### src/rtl/core/vl2n_pkg.sv
// Shared types, constants and the seed-table helper functions for the L2 vector
// normalizer. No dependencies.
package vl2n_pkg;

    localparam int ElemW  = 16;
    localparam int SumW   = 37;
    localparam int YW     = 32;
    localparam int ItW    = 3;
    localparam logic [ItW-1:0] ItReset = 3'd3;

    typedef enum logic [6:0] {
        ST_LOAD  = 7'b0000001,
        ST_NORM  = 7'b0000010,
        ST_SEED  = 7'b0000100,
        ST_NSQ   = 7'b0001000,
        ST_NMUL  = 7'b0010000,
        ST_NUPD  = 7'b0100000,
        ST_EMIT  = 7'b1000000
    } t_state;

    // Integer square root of a 64-bit value, one result bit per step.
    function automatic logic [31:0] isqrt64(input logic [63:0] v);
        logic [63:0] rem;
        logic [63:0] r;
        logic [63:0] b;
        rem = v;
        r   = '0;
        b   = 64'h4000_0000_0000_0000;
        for (int j = 0; j < 32; j++) begin
            if (b != 0) begin
                if (rem >= r + b) begin
                    rem = rem - (r + b);
                    r   = (r >> 1) + b;
                end else begin
                    r = r >> 1;
                end
                b = b >> 2;
            end
        end
        return r[31:0];
    endfunction

    // Square root of a seed bucket's center, scaled by 2^30.
    // Evaluated on constant indexes only, so it folds into a table.
    function automatic logic [63:0] seed_root(input int idx, input int sbits);
        logic [63:0] mid;
        mid = 64'((2 * idx + 1)) << (29 - sbits);
        return 64'(isqrt64(mid << 30));
    endfunction

endpackage

### src/rtl/core/vl2n_scale.sv
// Output stage: element times inverse root, rounded and saturated to Q1.15.
// Two register stages. Depends on vl2n_pkg.
module vl2n_scale (
    input  logic                        i_clk,
    input  logic                        i_rst_n,
    input  logic                        i_vld,
    input  logic [vl2n_pkg::ElemW-1:0]  i_elem,
    input  logic [vl2n_pkg::YW-1:0]     i_y,
    input  logic [5:0]                  i_shift,
    input  logic                        i_zero,
    input  logic                        i_last,
    input  logic                        i_trunc,
    output logic                        o_vld,
    output logic [vl2n_pkg::ElemW-1:0]  o_data,
    output logic                        o_last,
    output logic                        o_zero,
    output logic                        o_trunc
);
    logic [15:0] mag_in;
    logic [47:0] r_prod, n_prod;
    logic        r_neg, r_vld1, r_zero1, r_last1, r_trunc1;
    logic [5:0]  r_sh;
    logic [48:0] rnd;
    logic [48:0] q;
    logic [15:0] res;

    assign mag_in = i_elem[15] ? 16'(-i_elem) : i_elem;
    assign n_prod = 48'(mag_in) * 48'(i_y);

    always_ff @(posedge i_clk) begin
        if (!i_rst_n) begin
            r_vld1 <= 1'b0;
            o_vld  <= 1'b0;
        end else begin
            r_vld1 <= i_vld;
            o_vld  <= r_vld1;
        end
        r_prod   <= n_prod;
        r_neg    <= i_elem[15];
        r_sh     <= i_shift;
        r_zero1  <= i_zero;
        r_last1  <= i_last;
        r_trunc1 <= i_trunc;
        o_data   <= res;
        o_last   <= r_last1;
        o_zero   <= r_zero1;
        o_trunc  <= r_trunc1;
    end

    always_comb begin
        rnd = 49'(r_prod) + (49'd1 << (r_sh - 6'd1));
        q   = rnd >> r_sh;
        if (r_zero1) begin
            res = '0;
        end else if (r_neg) begin
            res = (q > 49'd32768) ? 16'h8000 : 16'(-q[15:0]);
        end else begin
            res = (q > 49'd32767) ? 16'h7FFF : q[15:0];
        end
    end
endmodule

### config.mk
export PLATFORM = sky130hd
export DESIGN_NAME = vl2n_scale
export DESIGN_NICKNAME = d
export VERILOG_FILES = /design/src/rtl/core/vl2n_pkg.sv /design/src/rtl/core/vl2n_scale.sv
export SDC_FILE = /design/constraint.sdc
export NUM_CORES = 2
export LEC_CHECK = 0
export BUFFER_PORTS_ARGS = -buffer_cell sky130_fd_sc_hd__buf_2
export CAP_MARGIN = 20
export CORE_MARGIN = 2
export CORE_UTILIZATION = 33
export DETAILED_ROUTE_END_ITERATION = 10
export PLACE_DENSITY = 0.6
export SETUP_SLACK_MARGIN = 0.15
export SYNTH_ARGS = -nofsm -noshare
export SYNTH_HDL_FRONTEND = slang
export SYNTH_SLANG_ARGS = --single-unit
### constraint.sdc
create_clock -name i_clk -period 16 [get_ports i_clk]
set_input_delay 3.2 -clock i_clk [delete_from_list [all_inputs] [get_ports i_clk]]
set_output_delay 3.2 -clock i_clk [all_outputs]
set_load 0.01 [all_outputs]
==> out/qor.tcl <==
set qor(status) {completed}
set qor(holdBufCountCts) 0
set qor(syn_nets) 3995
set qor(gr_overflow_total) 0
set qor(setup_slack_ns) 4.03
set qor(placeableCoreArea_um2) 80800
set qor(track_usage_pct) 21.0
set qor(start_util_pct) 33.4
set qor(drt_drc_violations_left) 0
set qor(drt_iter0_drc) 2148
set qor(hpwlAfterDp_um) 69100
set qor(cpMostUsedCell) {sky130_fd_sc_hd__fa_1}
set qor(postCtsResizedCells) 0
set qor(timing.critical_path.required_ns) 16.32
set qor(critical_path.max_fanout) 34
set qor(multi_input_area_um2) 22900
set qor(max_clock_freq_ghz) 0.0836
set qor(seq_area_frac_synth_pct) 5.85
set qor(critPathKind) {input port to register}
set qor(postSynth.asyncResetShare_pct) 0
set qor(tritoncts) {done}
set qor(clock_path_buffers) 2
set qor(clkLatencyLatePin_ns) 0.40
set qor(maxCapViolations) 0
set qor(synth.largest_area_cell) {sky130_fd_sc_hd__fa_1}
set qor(gp_congestion) 0.980
set qor(crit_path_top_delay_cell) {sky130_fd_sc_hd__or4b_2}
set qor(actual_slew_at_the_worst_max_slew_pin_ns) 1.04
set qor(crit_path_max_incr_delay_ns) 0.63
set qor(num_rows) 104
set qor(worst_slew_margin_rel_pct) 30.7
set qor(dp_worst_setup_slack_ns) 3.64
set qor(area.growth.synth_to_final_pct) 6.35
set qor(firstDrtPassIters) 6
set qor(final.period_utilization_pct) 74.8
set qor(synth_top_cells_by_area) {sky130_fd_sc_hd__fa_1, sky130_fd_sc_hd__ha_1, sky130_fd_sc_hd__nand2_1, sky130_fd_sc_hd__inv_1, sky130_fd_sc_hd__dfxtp_1}
set qor(largest_net_degree_at_the_start_of_global_routing) 56
set qor(post_synth_instance_area_um2) 27000
set qor(share_of_the_synthesized_area_in_the_top_cell_type_pct) 31.1
set qor(wire_length_of_the_first_global_routing_pass_um) 140000
set qor(antenna_found_initial) 0
set qor(nets_finish) 3940
set qor(cts_num_sinks) 79
set qor(num_io_pins) 80
set qor(post_synth_inst_count) 3345
set qor(setup.worst_path.start_class) {input port}
set qor(clock-skew-final_ns) 0.0203
set qor(die_x_um) 290
set qor(antenna_left) 0
set qor(post_route_cells_drive_above_1_share_pct) 8.04
set qor(ys_warn_count) 0
set qor(route.final.wire_length_um) 89200
set qor(antenna_cells_inserted) 0
set qor(grt_setup_unrepaired) {false}
set qor(vias_in_the_first_global_route) 24300
set qor(full_die_area_um2) 84200
set qor(htree_num_levels) 3
set qor(postCtsSetupRepairBufs) 0
set qor(synth.lib_cells_used.distinct) 122
set qor(floorplan.die.height_um) 290
set qor(via_per_inst) 5.55
set qor(clkSlewWorstSetupHoldPaths_ns) 0.08
set qor(critical_path_arrival_ns) 12.28
set qor(n_fill_cell) 8495
set qor(finalMaxSlewViolations) 0
set qor(synth_top_flop_cell) {sky130_fd_sc_hd__dfxtp_1}
set qor(routed_wire_length_per_instance_um) 20.5
set qor(timing.final.crit_period_ns) 11.97
set qor(routed-via-count) 24200
set qor(hold_viol) 0
set qor(area.sequential_um2) 1590
set qor(setup_violations) 0
set qor(buffer_ports.inserted) 79
set qor(crit_path_end_kind) {register}
set qor(synth-seq-cells) 79
set qor(root_buffer_cell) {sky130_fd_sc_hd__clkbuf_16}
set qor(post_synth_edffs) 0
set qor(total_negative_setup_slacks_ns) 0
set qor(avgSynthCellArea_um2) 8.08
set qor(final_core_util_pct) 35.6
set qor(cts-buffers-inserted) 9
set qor(hold_path.class) {register to register}
[worst paths after layout]
path                    start                     to  slack, ns  cells past startpoint
max reg2reg   r_sh[2]$_DFF_P_  o_data[10]$_SDFF_PP0_       7.37                     23
min          r_trunc1$_DFF_P_        o_trunc$_DFF_P_       0.31                      0
min reg2reg  r_trunc1$_DFF_P_        o_trunc$_DFF_P_       0.31                      0
max                 i_elem[0]     r_prod[47]$_DFF_P_       4.03                     33
[per-layer routing]
metal / wire, um / global-route usage [%] / vias to the layer above
li1: - / - / 11000
met1: 39300 / 28.8 / 11900
met2: 39900 / 33.6 / 1009
met3: 6690 / 3.17 / 182
met4: 3270 / 7.39 / 0
met5: 0 / 0 / -
[placed cells by master (no fill, tap or decap), types with 17 or more instances in the layout]
cell	count
sky130_fd_sc_hd__ha_1	171
sky130_fd_sc_hd__o21ai_0	100
sky130_fd_sc_hd__and2_1	192
sky130_fd_sc_hd__nor3_1	56
sky130_fd_sc_hd__a31oi_1	17
sky130_fd_sc_hd__buf_4	37
sky130_fd_sc_hd__inv_1	492
sky130_fd_sc_hd__nand4_1	35
sky130_fd_sc_hd__fa_1	419
sky130_fd_sc_hd__nand3_1	53
sky130_fd_sc_hd__a21o_1	49
sky130_fd_sc_hd__or3_1	31
sky130_fd_sc_hd__xor2_1	26
sky130_fd_sc_hd__nand2b_1	19
sky130_fd_sc_hd__and3_1	18
sky130_fd_sc_hd__o21a_1	33
sky130_fd_sc_hd__dfxtp_1	76
sky130_fd_sc_hd__mux2_2	21
sky130_fd_sc_hd__nor2_1	184
sky130_fd_sc_hd__a211oi_1	26
sky130_fd_sc_hd__mux2i_1	45
sky130_fd_sc_hd__xnor2_1	46
sky130_fd_sc_hd__a21oi_1	129
sky130_fd_sc_hd__buf_2	79
sky130_fd_sc_hd__nand2_1	496
sky130_fd_sc_hd__o211ai_1	25
[synth_stat cells (12+ instances only)]
master,number
sky130_fd_sc_hd__buf_1,12
sky130_fd_sc_hd__nand4_1,35
sky130_fd_sc_hd__a221oi_1,13
sky130_fd_sc_hd__nor2b_1,15
sky130_fd_sc_hd__o21ai_1,13
sky130_fd_sc_hd__mux2i_1,45
sky130_fd_sc_hd__clkbuf_1,142
sky130_fd_sc_hd__o21bai_1,16
sky130_fd_sc_hd__o21a_1,33
sky130_fd_sc_hd__nor4_1,16
sky130_fd_sc_hd__xor2_1,26
sky130_fd_sc_hd__a21o_1,49
sky130_fd_sc_hd__nand2_1,496
sky130_fd_sc_hd__a31oi_1,17
sky130_fd_sc_hd__mux2_2,21
sky130_fd_sc_hd__and3_1,18
sky130_fd_sc_hd__nor2_1,184
sky130_fd_sc_hd__dfxtp_1,79
sky130_fd_sc_hd__fa_1,419
sky130_fd_sc_hd__o21ai_0,101
sky130_fd_sc_hd__o211ai_1,25
sky130_fd_sc_hd__buf_2,21
sky130_fd_sc_hd__xnor2_1,59
sky130_fd_sc_hd__or2_2,14
sky130_fd_sc_hd__and2_1,192
sky130_fd_sc_hd__a21oi_1,129
sky130_fd_sc_hd__inv_1,492
sky130_fd_sc_hd__nand2b_1,19
sky130_fd_sc_hd__nor3_1,56
sky130_fd_sc_hd__nand3_1,53
sky130_fd_sc_hd__or3_1,31
sky130_fd_sc_hd__or4_1,12
sky130_fd_sc_hd__a211oi_1,26
sky130_fd_sc_hd__ha_1,171
sky130_fd_sc_hd__o31ai_1,14
[layout make-up]
type	count	area share, %
Multi-Input combinational cell	2589	79.8
Inverter	494	6.45
Sequential cell	79	5.53
Tap cell	1060	4.62
Timing Repair Buffer	117	2.40
Clock buffer	10	0.832
Clock inverter	6	0.348
[per-stage QoR]
stage          area (um^2)  instances  hold slack (ns)
2_1_floorplan        27000       3345            0.310
3_3_place_gp         28400       4337            0.311
3_5_place_dp         28400       4338            0.318
4_1_cts              28700       4354            0.304
5_1_grt              28700       4355            0.321
6_report             28700       4355            0.307
[registers in the layout, summed over array words and instances (netlist names)]
| register | cells |
|---|---|
| o_trunc | 1 |
| r_sh | 6 |
| r_trunc1 | 1 |
| o_data | 16 |
| r_vld1 | 1 |
| o_vld | 1 |
| r_last1 | 1 |
| o_zero | 1 |
| r_neg | 1 |
| r_prod | 48 |
| o_last | 1 |
| r_zero1 | 1 |
[worst max-delay path, delay by kind of cell]
family | cells | cell delay (ns)
AOI/OAI and AO/OA | 11 | 2.70
xor gates and xnor gates | 2 | 0.30
adders and majority gates | 7 | 3.36
buffers and inverters | 6 | 0.81
and+or+nand+nor | 7 | 1.87
[kinds of logic after synthesis]
family / synth area share, %
xor+xnor: 2.76
mux: 3.42
simple gates: 21.8
flops: 5.85
compound gates: 17.5
buf+inv: 9.65
fa+ha+maj: 39.0
Power is not shown: default switching activity piles up to over one toggle a cycle in this logic, so the estimate is an artifact.
